## config.mk

```make
export PLATFORM = sky130hd
export DESIGN_NAME = corexy_motor_map_feed_scale
export DESIGN_NICKNAME = d
export VERILOG_FILES = /design/src/rtl/cxy_pkg.sv /design/src/rtl/corexy_motor_map_feed_scale.sv /design/src/rtl/cxy_ctrl.sv /design/src/rtl/cxy_dp.sv
export SDC_FILE = /design/constraint.sdc
export NUM_CORES = 2
export LEC_CHECK = 0
export ABC_AREA = 1
export BUFFER_PORTS_ARGS = -buffer_cell sky130_fd_sc_hd__buf_2
export CORE_UTILIZATION = 59
export CTS_CLUSTER_DIAMETER = 60
export DETAILED_ROUTE_END_ITERATION = 10
export GPL_TIMING_DRIVEN = 0
export HOLD_SLACK_MARGIN = 0.12
export PLACE_DENSITY = 0.8
export SYNTH_ARGS = -nofsm -noshare
export SYNTH_HDL_FRONTEND = slang
export SYNTH_HIERARCHICAL = 1
export SYNTH_SLANG_ARGS = --single-unit
```

## constraint.sdc

```tcl
create_clock -name aclk -period 13.7 [get_ports aclk]
set_input_delay 1.37 -clock aclk [delete_from_list [all_inputs] [get_ports aclk]]
set_output_delay 1.37 -clock aclk [all_outputs]
set_load 0.01 [all_outputs]
```

## src/rtl/cxy_pkg.sv

```systemverilog
`default_nettype none
// ----------------------------------------------------------------------------
// cxy_pkg: shared types and constants for the CoreXY motor map
// Widths, controller states and the controller/datapath command and status structs.
// ----------------------------------------------------------------------------
package cxy_pkg;

    localparam int POS_W   = 24;
    localparam int MOTOR_W = POS_W + 2;
    localparam int FEED_W  = 24;
    // difference of motor coords fits MOTOR_W+1 bits, its magnitude MOTOR_W bits;
    // sum of three squares fits 2*MOTOR_W+2
    localparam int DIFF_W  = MOTOR_W + 1;
    localparam int MAG_W   = MOTOR_W;
    localparam int SQ_W    = 2 * MAG_W + 2;
    localparam int ROOT_W  = SQ_W / 2;
    localparam int CNT_W   = 6;
    localparam int PROD_W  = FEED_W + ROOT_W;
    localparam logic [FEED_W-1:0] FEED_MAX = '1;

    typedef enum logic [3:0] {
        ST_IDLE,
        ST_SQ0,
        ST_SQ1,
        ST_SQ2,
        ST_SQRT,
        ST_NEXT,
        ST_MUL,
        ST_DIV,
        ST_DONE
    } state_t;

    typedef struct packed {
        logic       load;      // latch the request, form differences
        logic [1:0] sq_sel;    // axis to square and accumulate
        logic       sq_en;
        logic       sqrt_init;
        logic       sqrt_step;
        logic       swap;      // save cartesian length, start on motor length
        logic       mul_en;
        logic       div_init;
        logic       div_step;
        logic       finish;    // form result, update stored motor position
    } cmd_t;

    typedef struct packed {
        logic step_last;       // iteration counter at its final step
        logic second;          // working on the motor length
    } sts_t;

endpackage
`default_nettype wire

```

## src/rtl/corexy_motor_map_feed_scale.sv

```systemverilog
`default_nettype none
// ----------------------------------------------------------------------------
// corexy_motor_map_feed_scale: CoreXY motor mapping with feed scaling
// Maps a Cartesian target to belt motors and scales the feed by the ratio of
// motor to Cartesian move length.
// ----------------------------------------------------------------------------
//  channel   | direction | contents
//  s_axis    | in        | target, current position, feed, rapid (tuser)
//  m_axis    | out       | motor A/B/Z, feed, saturation flag (tuser)
//  apb       | in/out    | geometry_double at address 0
//
// A request keeps the input closed until the sequencer is idle again: two
// passes of squaring the three axes and a 27-step square root with a swap state
// between them, then one multiply, a 51-step restoring divide and a finish
// state, which registers the result for m_axis. Reset (aresetn low,
// synchronous) clears the stored motor position and geometry_double. A stalled
// m_axis holds the sequencer in its finish state and the input stays closed.
// ----------------------------------------------------------------------------
module corexy_motor_map_feed_scale (
    input  wire logic         aclk,
    input  wire logic         aresetn,
    input  wire logic         s_tvalid,
    output logic              s_tready,
    // target_x, target_y, target_z, current_x, current_y, current_z, feed_in
    input  wire logic [167:0] s_tdata,
    // rapid
    input  wire logic         s_tuser,
    output logic              m_tvalid,
    input  wire logic         m_tready,
    // motor_a, motor_b, motor_z, feed_out (zero padded to 104 bits)
    output logic [103:0]      m_tdata,
    // feed_saturated
    output logic              m_tuser,
    input  wire logic         psel,
    input  wire logic         penable,
    input  wire logic         pwrite,
    input  wire logic [1:0]   paddr,
    input  wire logic [31:0]  pwdata,
    output logic [31:0]       prdata,
    output logic              pready
);

    localparam int OW = 2 * cxy_pkg::MOTOR_W + cxy_pkg::POS_W + cxy_pkg::FEED_W;

    logic geom_reg;
    logic out_valid_reg;
    logic [OW:0] out_reg;
    logic busy, start, out_free;
    cxy_pkg::cmd_t cmd;
    cxy_pkg::sts_t sts;
    logic [OW:0] res;

    // register file: one bit at address zero
    assign pready = 1'b1;
    assign prdata = (paddr == 2'd0) ? {31'd0, geom_reg} : 32'd0;

    always_ff @(posedge aclk) begin
        if (!aresetn) begin
            geom_reg <= 1'b0;
        end else if (psel && penable && pwrite && paddr == 2'd0) begin
            geom_reg <= pwdata[0];
        end
    end

    // accept a request only while the sequencer idles
    assign s_tready = !busy;
    assign start    = s_tvalid && !busy;
    // output register free now or being drained this cycle
    assign out_free = !out_valid_reg || m_tready;

    cxy_ctrl u_ctrl (
        .aclk     (aclk),
        .aresetn  (aresetn),
        .start    (start),
        .out_free (out_free),
        .sts      (sts),
        .cmd      (cmd),
        .busy     (busy)
    );

    cxy_dp u_dp (
        .aclk            (aclk),
        .aresetn         (aresetn),
        .cmd             (cmd),
        .geometry_double (geom_reg),
        .req             ({s_tuser, s_tdata}),
        .sts             (sts),
        .res             (res)
    );

    // hold the finished result until the sink takes it
    always_ff @(posedge aclk) begin
        if (!aresetn) begin
            out_valid_reg <= 1'b0;
        end else if (cmd.finish) begin
            out_valid_reg <= 1'b1;
        end else if (m_tready) begin
            out_valid_reg <= 1'b0;
        end
    end

    always_ff @(posedge aclk) begin
        if (cmd.finish) begin
            out_reg <= res;
        end
    end

    assign m_tvalid = out_valid_reg;
    assign m_tdata  = {4'd0, out_reg[OW-1:0]};
    assign m_tuser  = out_reg[OW];

endmodule
`default_nettype wire

```

## src/rtl/cxy_ctrl.sv

```systemverilog
`default_nettype none
// ----------------------------------------------------------------------------
// cxy_ctrl: sequencer for the CoreXY motor map
// Steps the datapath through squares, two square roots, multiply and divide.
// ----------------------------------------------------------------------------
module cxy_ctrl (
    input  wire logic          aclk,
    input  wire logic          aresetn,
    input  wire logic          start,
    input  wire logic          out_free,
    input  wire cxy_pkg::sts_t sts,
    output cxy_pkg::cmd_t      cmd,
    output logic               busy
);

    cxy_pkg::state_t state_reg, state_next;

    always_ff @(posedge aclk) begin
        if (!aresetn) begin
            state_reg <= cxy_pkg::ST_IDLE;
        end else begin
            state_reg <= state_next;
        end
    end

    always_comb begin
        state_next = state_reg;
        cmd = '0;
        busy = 1'b1;
        case (state_reg)
            cxy_pkg::ST_IDLE: begin
                busy = 1'b0;
                if (start) begin
                    cmd.load = 1'b1;
                    state_next = cxy_pkg::ST_SQ0;
                end
            end
            cxy_pkg::ST_SQ0: begin
                cmd.sq_en = 1'b1;
                cmd.sq_sel = 2'd0;
                state_next = cxy_pkg::ST_SQ1;
            end
            cxy_pkg::ST_SQ1: begin
                cmd.sq_en = 1'b1;
                cmd.sq_sel = 2'd1;
                state_next = cxy_pkg::ST_SQ2;
            end
            cxy_pkg::ST_SQ2: begin
                cmd.sq_en = 1'b1;
                cmd.sq_sel = 2'd2;
                cmd.sqrt_init = 1'b1;
                state_next = cxy_pkg::ST_SQRT;
            end
            cxy_pkg::ST_SQRT: begin
                cmd.sqrt_step = 1'b1;
                if (sts.step_last) begin
                    state_next = sts.second ? cxy_pkg::ST_MUL : cxy_pkg::ST_NEXT;
                end
            end
            cxy_pkg::ST_NEXT: begin
                cmd.swap = 1'b1;
                state_next = cxy_pkg::ST_SQ0;
            end
            cxy_pkg::ST_MUL: begin
                cmd.mul_en = 1'b1;
                state_next = cxy_pkg::ST_DIV;
                cmd.div_init = 1'b1;
            end
            cxy_pkg::ST_DIV: begin
                cmd.div_step = 1'b1;
                if (sts.step_last) begin
                    state_next = cxy_pkg::ST_DONE;
                end
            end
            cxy_pkg::ST_DONE: begin
                if (out_free) begin
                    cmd.finish = 1'b1;
                    state_next = cxy_pkg::ST_IDLE;
                end
            end
            default: begin
                state_next = cxy_pkg::ST_IDLE;
            end
        endcase
    end

endmodule
`default_nettype wire

```

## src/rtl/cxy_dp.sv

```systemverilog
`default_nettype none
// ----------------------------------------------------------------------------
// cxy_dp: datapath for the CoreXY motor map
// Motor mapping, square sums, bit-pair square root, feed multiply, restoring divider, feed saturation.
// ----------------------------------------------------------------------------
module cxy_dp (
    input  wire logic                          aclk,
    input  wire logic                          aresetn,
    input  wire cxy_pkg::cmd_t                 cmd,
    input  wire logic                          geometry_double,
    input  wire logic [6*cxy_pkg::POS_W+cxy_pkg::FEED_W:0] req,
    output cxy_pkg::sts_t                      sts,
    output logic [2*cxy_pkg::MOTOR_W+cxy_pkg::POS_W+cxy_pkg::FEED_W:0] res
);

    localparam int PW = cxy_pkg::POS_W;
    localparam int MW = cxy_pkg::MOTOR_W;
    localparam int DW = cxy_pkg::DIFF_W;
    localparam int SW = cxy_pkg::SQ_W;
    localparam int RW = cxy_pkg::ROOT_W;
    localparam int FW = cxy_pkg::FEED_W;
    localparam int PRW = cxy_pkg::PROD_W;
    localparam int CW = cxy_pkg::CNT_W;

    logic signed [MW-1:0] ma_reg, mb_reg, last_a_reg, last_b_reg;
    logic signed [PW-1:0] mz_reg, last_z_reg;
    logic [FW-1:0] feed_reg;
    logic rapid_reg, second_reg;
    logic signed [DW-1:0] d0_reg, d1_reg, d2_reg;
    logic [SW-1:0] n_reg;
    logic [RW-1:0] root_reg, clen_reg;
    logic [SW-1:0] rem_reg;
    logic [CW-1:0] cnt_reg;
    logic [PRW-1:0] quo_reg;
    logic [RW:0] drem_reg;

    logic signed [PW-1:0] tx, ty, tz, cx, cy, cz;
    logic signed [MW-1:0] gx, ma_c, mb_c;
    logic signed [DW-1:0] dsel;
    logic signed [DW-1:0] dneg;
    logic [DW-2:0] mag;
    logic [SW-1:0] sq;
    logic [SW-1:0] rem_sh;
    logic [RW+1:0] trial;
    logic [SW-1:0] trial_w;
    logic [RW:0] dshift;
    logic sat;
    logic [FW-1:0] fout;

    assign tx = req[PW-1:0];
    assign ty = req[2*PW-1:PW];
    assign tz = req[3*PW-1:2*PW];
    assign cx = req[4*PW-1:3*PW];
    assign cy = req[5*PW-1:4*PW];
    assign cz = req[6*PW-1:5*PW];

    assign gx   = geometry_double ? (MW'(tx) <<< 1) : MW'(tx);
    assign ma_c = gx + MW'(ty);
    assign mb_c = gx - MW'(ty);

    always_comb begin
        case (cmd.sq_sel)
            2'd0:    dsel = d0_reg;
            2'd1:    dsel = d1_reg;
            default: dsel = d2_reg;
        endcase
    end
    assign dneg = -dsel;
    assign mag  = dsel[DW-1] ? dneg[DW-2:0] : dsel[DW-2:0];
    assign sq   = SW'(mag) * SW'(mag);

    // one result bit per step, two radicand bits brought down
    assign rem_sh  = {rem_reg[SW-3:0], n_reg[SW-1:SW-2]};
    assign trial   = {root_reg, 2'b01};
    assign trial_w = SW'(trial);

    assign dshift = {drem_reg[RW-1:0], quo_reg[PRW-1]};

    assign sts.step_last = (cnt_reg == '0);
    assign sts.second    = second_reg;

    always_ff @(posedge aclk) begin
        if (!aresetn) begin
            last_a_reg <= '0;
            last_b_reg <= '0;
            last_z_reg <= '0;
            second_reg <= 1'b0;
        end else begin
            if (cmd.load) second_reg <= 1'b0;
            if (cmd.swap) second_reg <= 1'b1;
            if (cmd.finish) begin
                last_a_reg <= ma_reg;
                last_b_reg <= mb_reg;
                last_z_reg <= mz_reg;
            end
        end
    end

    always_ff @(posedge aclk) begin
        if (cmd.load) begin
            ma_reg    <= ma_c;
            mb_reg    <= mb_c;
            mz_reg    <= tz;
            feed_reg  <= req[6*PW+FW-1:6*PW];
            rapid_reg <= req[6*PW+FW];
            d0_reg    <= DW'(tx) - DW'(cx);
            d1_reg    <= DW'(ty) - DW'(cy);
            d2_reg    <= DW'(tz) - DW'(cz);
            n_reg     <= '0;
        end
        if (cmd.swap) begin
            clen_reg <= root_reg;
            d0_reg   <= DW'(ma_reg) - DW'(last_a_reg);
            d1_reg   <= DW'(mb_reg) - DW'(last_b_reg);
            d2_reg   <= DW'(mz_reg) - DW'(last_z_reg);
            n_reg    <= '0;
        end
        if (cmd.sq_en) begin
            n_reg <= (cmd.sq_sel == 2'd0) ? sq : n_reg + sq;
        end
        if (cmd.sqrt_init) begin
            root_reg <= '0;
            rem_reg  <= '0;
            cnt_reg  <= CW'(RW - 1);
        end
        if (cmd.sqrt_step) begin
            n_reg <= {n_reg[SW-3:0], 2'b00};
            cnt_reg <= cnt_reg - 1'b1;
            if (rem_sh >= trial_w) begin
                rem_reg  <= rem_sh - trial_w;
                root_reg <= {root_reg[RW-2:0], 1'b1};
            end else begin
                rem_reg  <= rem_sh;
                root_reg <= {root_reg[RW-2:0], 1'b0};
            end
        end
        if (cmd.mul_en) begin
            quo_reg  <= PRW'(feed_reg) * PRW'(root_reg);
        end
        if (cmd.div_init) begin
            drem_reg <= '0;
            cnt_reg  <= CW'(PRW - 1);
        end
        if (cmd.div_step) begin
            cnt_reg <= cnt_reg - 1'b1;
            if (dshift >= {1'b0, clen_reg}) begin
                drem_reg <= dshift - {1'b0, clen_reg};
                quo_reg  <= {quo_reg[PRW-2:0], 1'b1};
            end else begin
                drem_reg <= dshift;
                quo_reg  <= {quo_reg[PRW-2:0], 1'b0};
            end
        end
    end

    always_comb begin
        sat  = 1'b0;
        fout = feed_reg;
        if (!rapid_reg && clen_reg != '0) begin
            if (quo_reg[PRW-1:FW] != '0) begin
                sat  = 1'b1;
                fout = cxy_pkg::FEED_MAX;
            end else begin
                fout = quo_reg[FW-1:0];
            end
        end
    end

    assign res = {sat, fout, mz_reg, mb_reg, ma_reg};

endmodule
`default_nettype wire
```

# Word level (Yosys, flattened, before mapping)

Index checks and enable logic that the tools add are counted.

Magnitude comparators: 2
Reduce and logical (&&, ||, !) cells: 23
Mux-type cells: 54
Shift-type cells: 0
Div/mod/pow operators: 0
Equal/unequal tests: 13
Bitwise gates (word level): 0
Multiply operators: 2
Add/sub/neg operators: 13

Operator list:

| operator                                                        | number |
|---|---|
| 27-bit two-way mux                                              | 11 |
| 54-bit two-way mux                                              | 5 |
| 52-bit two-way mux                                              | 3 |
| 51-bit two-way mux                                              | 2 |
| 24-bit by 24-bit subtractor with 25-bit output                  | 4 |
| 24-bit two-way mux                                              | 3 |
| 54-bit by 52-bit adder with 54-bit output                       | 1 |
| 54-bit by 29-bit >= comparator with 1-bit output                | 1 |
| 27-bit one-hot mux with 2 select lines                          | 1 |
| 27-bit nonzero test                                             | 2 |
| 26-bit by 26-bit subtractor with 27-bit output                  | 2 |
| 26-bit by 26-bit multiplier with 52-bit output                  | 1 |
| 52-bit by 29-bit subtractor with 52-bit output                  | 1 |
| 24-bit by 27-bit multiplier with 51-bit output                  | 1 |
| 4-bit one-hot mux with 9 select lines                           | 1 |
| 28-bit by 27-bit >= comparator with 1-bit output                | 1 |
| 27-bit subtractor                                               | 1 |
| 25-bit by 24-bit adder with 26-bit output                       | 1 |
| 26-bit two-way mux                                              | 1 |
| 26-bit negation                                                 | 1 |
| 25-bit by 24-bit subtractor with 26-bit output                  | 1 |
| 6-bit two-way mux                                               | 4 |
| 4-bit by 3-bit == test with 1-bit output, second input constant | 4 |
| 1-bit two-way mux                                               | 16 |
| 20 further kinds                                                | 38 |

Bits in registers: 610
ROM bits: 0
Bits in writable memories: 0
Memories kept: 0
Word-level logic and storage cells: 132
Bits in latches: 0
Output and inout port bits: 140

# Depth between registers and ports, before layout

Word-level depth: 11
Gate-level depth with buffers: 63
Depth with buffers taken out: 60

# Cells and area by module

The synthesis kept the hierarchy.

By module, submodules not included:

| module                      | cells each | seq. area each (µm²) | times used | area an instance (µm²) |
|---|---|---|---|---|
| cxy_dp                      | 10444      | 14203.6              | 1          | 80526.0 |
| corexy_motor_map_feed_scale | 158        | 3072.9               | 1          | 3429.5 |
| cxy_ctrl                    | 58         | 80.1                 | 1          | 366.6 |

# Worst setup path after synthesis

OpenSTA, ideal clock, no wires.

Path type: in2reg
Start point: in m_tready
End point: reg u_dp.last_a_reg[10]
Stages on the path: 9
Slack: 0.522 ns
Data arrival time: 13.046 ns
Buffers on the path: 2
Cells stage by stage: inv_1 > nand2_1 > inv_1 > nor4_1 > inv_1 > clkbuf_1 > clkbuf_1 > o21ai_0 > a21oi_1

RTL lines:

| item                 | line                              | text |
|---|---|---|
| start, declared      | corexy_motor_map_feed_scale.sv:29 | `input wire logic m_tready,` |
| end signal, assigned | cxy_dp.sv:92                      | `last_a_reg <= ma_reg;` |
| end, declared        | cxy_dp.sv:25                      | `logic signed [MW-1:0] ma_reg, mb_reg, last_a_reg, last_b_reg;` |

==> run summary <==
Worst relative slew slack = 0.0826
Die W = 380 µm
First-pass GRT wire length = 429 mm
Die height = 380 µm
Average cell area after synthesis = 7.91 µm²
Register area share after synthesis = 0.206
Largest area contributor in the netlist = fa_1
I/O pin cnt = 350
GRT Util Overall = 0.389
Routed Antenna Nets = 0
Register bit total from synthesis = 606
CTS sink count = 606
Hpwl dp = 232 mm
Fin worst setup slack = 0.755 ns
Largest register FFs = 101
Crit Path Class = register to register
Min Hold Slack = 0.449 ns
Number of global-route vias before repair = 74300
CP max-delay cell = clkbuf_1
CP top delay family = adder cells
Final net count = 13000
Async SR Flop Fraction = 0
Fin area = 91400 µm²
Total CTS buffers = 83
Die Area = 144000 µm²
MaxCap Viol Count = 0
Critical path endpoint category = register
Initial DRC count = 8853
Most common cell on crit path = inv_1
Mapped cell area = 84300 µm²
Clk_lat worst skew = 0.73 ns
CTS tree = done
Final Cycle Share = 0.945
Number of diodes = 0
Largest cells by area after synthesis = fa_1 25%, edfxtp_1 19%, inv_1 10%, ha_1 10%, nand2_1 9.8%
CP bufs+invs = 12
Worst-path maximum fanout = 10
Outcome = finished, final reports clean
Place WS = 0.966 ns
Clock slew at reported path FFs = 0.06 ns
Max Root-Sink Buffers = 3
Total Routed Length = 282 mm
Vias after detailed routing = 75100
Unrepaired setup endpoints after global routing = false
DR WL/cell = 21.6 µm
Initial antenna violation count = 5
Placed Area = 88500 µm²
Count leader, synth = inv_1
Endpoints failing setup = 0
Share of the synthesized area in the top cell type = 0.254
CP peak stage delay = 0.91 ns
Worst Skew = 0.0643 ns
Share of cells above drive strength 1 = 0.0682
Largest net degree at the start of global routing = 64
Worst endpoint required time = 14.12 ns
R2R Setup Slk = 0.76 ns
Distinct cells, synth = 73
Setup TNS = 0 ns
PortBufs = 282
Area Overhead vs Synth = 8.43%
Crit path time final = 12.94 ns
Final Max Slew Viols = 0
Routability cong. = 1.04
Vias per std cell = 5.76
Yosys warns = 6
Slew at the pin closest to its max-slew limit = 1.38 ns
Clock Root Buffer = clkbuf_16
WP data arrival = 13.37 ns
EDFF count, synth = 522
Core area = 142000 µm²
Post-synth top flop = edfxtp_1
Drc violations = 0
Hold WC Path Type = register to register
Final hold violation count = 0
Congestion Overflow GR = 0
H-tree levels = 3
FP Rows = 138
Starting Density = 0.595
Synth top cells by count = 2333 x inv_1, 2191 x nand2_1, 1071 x fa_1
1st-pass router iterations = 8
Post-Syn Instances = 10700
Max Clk Rate = 77.3 MHz
Setup Buffers After CTS = 0
Startpoint types = register
-- cells in the final DEF (no fill, tap or decap), drive strengths merged, types with 338 or more instances in the layout --
| cell | netlist | layout |
|---|---|---|
| nor2 | 892 | 892 |
| a21oi | 701 | 701 |
| fa | 1071 | 1071 |
| nand2 | 2213 | 2213 |
| nand3 | 338 | 338 |
| edfxtp | 522 | 522 |
| inv | 2372 | 2395 |
| ha | 685 | 685 |
| buf | 143 | 447 |
| o21ai | 621 | 621 |
-- final timing paths --
check,startpoint,endpoint,cells after the start
setup / recovery,u_ctrl/state_reg[2],u_dp/n_reg[43],49
hold / removal,u_dp/root_reg[25],u_dp/clen_reg[25],0
hold reg to reg,u_dp/root_reg[25],u_dp/clen_reg[25],0
setup reg to reg,u_ctrl/state_reg[2],u_dp/n_reg[43],49
-- worst reg2reg max path: cells and delay by family, from the launching register on --
kind | cells | cell delay (ns)
flops | 1 | 0.45
fa+ha+maj | 10 | 4.68
simple gates | 20 | 3.24
xor+xnor | 1 | 0.44
compound gates | 6 | 1.28
buf+inv | 12 | 2.61
-- layer usage --
metal | track usage | share of wire | vias to the layer above
met5 | 0 | 0.00029 | -
met4 | 0.155 | 0.045 | 12
met3 | 0.105 | 0.13 | 721
met2 | 0.581 | 0.43 | 4346
met1 | 0.538 | 0.40 | 36000
li1 | - | - | 34000
-- layout make-up --
type                       count  area (µm²)
fill                       12200       50300
sequential                   606       17400
clock inverter                56         657
multi-input combinational   7341       56400
buffer                       369        1770
clock buffer                  98        2210
timing repair buffer         304        1710
inverter                    2378        8940
tap                         1890        2360
-- metrics by stage --
stage           util  std cells
4_1_cts        0.645      13000
3_3_place_gp   0.622      12900
5_1_grt        0.645      13000
2_1_floorplan      -      10700
6_report       0.645      13000
3_5_place_dp   0.625      12900
-- repair_timing --
action / in CTS / in global routing
hold buffers: 0 / 0
setup endpoints to repair: 0 / 1
resized for setup: 0 / 3
-- cells by family (layout without fill, tap and decap cells) --
group | count (synthesis) | in the layout | synth area share
AND/OR/NAND/NOR | 3716 | 3716 | 0.183
buffers and inverters | 2747 | 3205 | 0.127
adder cells (fa/ha/maj) | 1756 | 1756 | 0.356
AO/OA/AOI/OAI | 1604 | 1604 | 0.104
flip-flops | 606 | 606 | 0.206
XOR/XNOR | 224 | 224 | 0.0237
multiplexers | 5 | 5 | 0.000594
other | 2 | 36 | 0.0000891
Power is not shown: default switching activity piles up to over one toggle a cycle in this logic, so the estimate is an artifact.
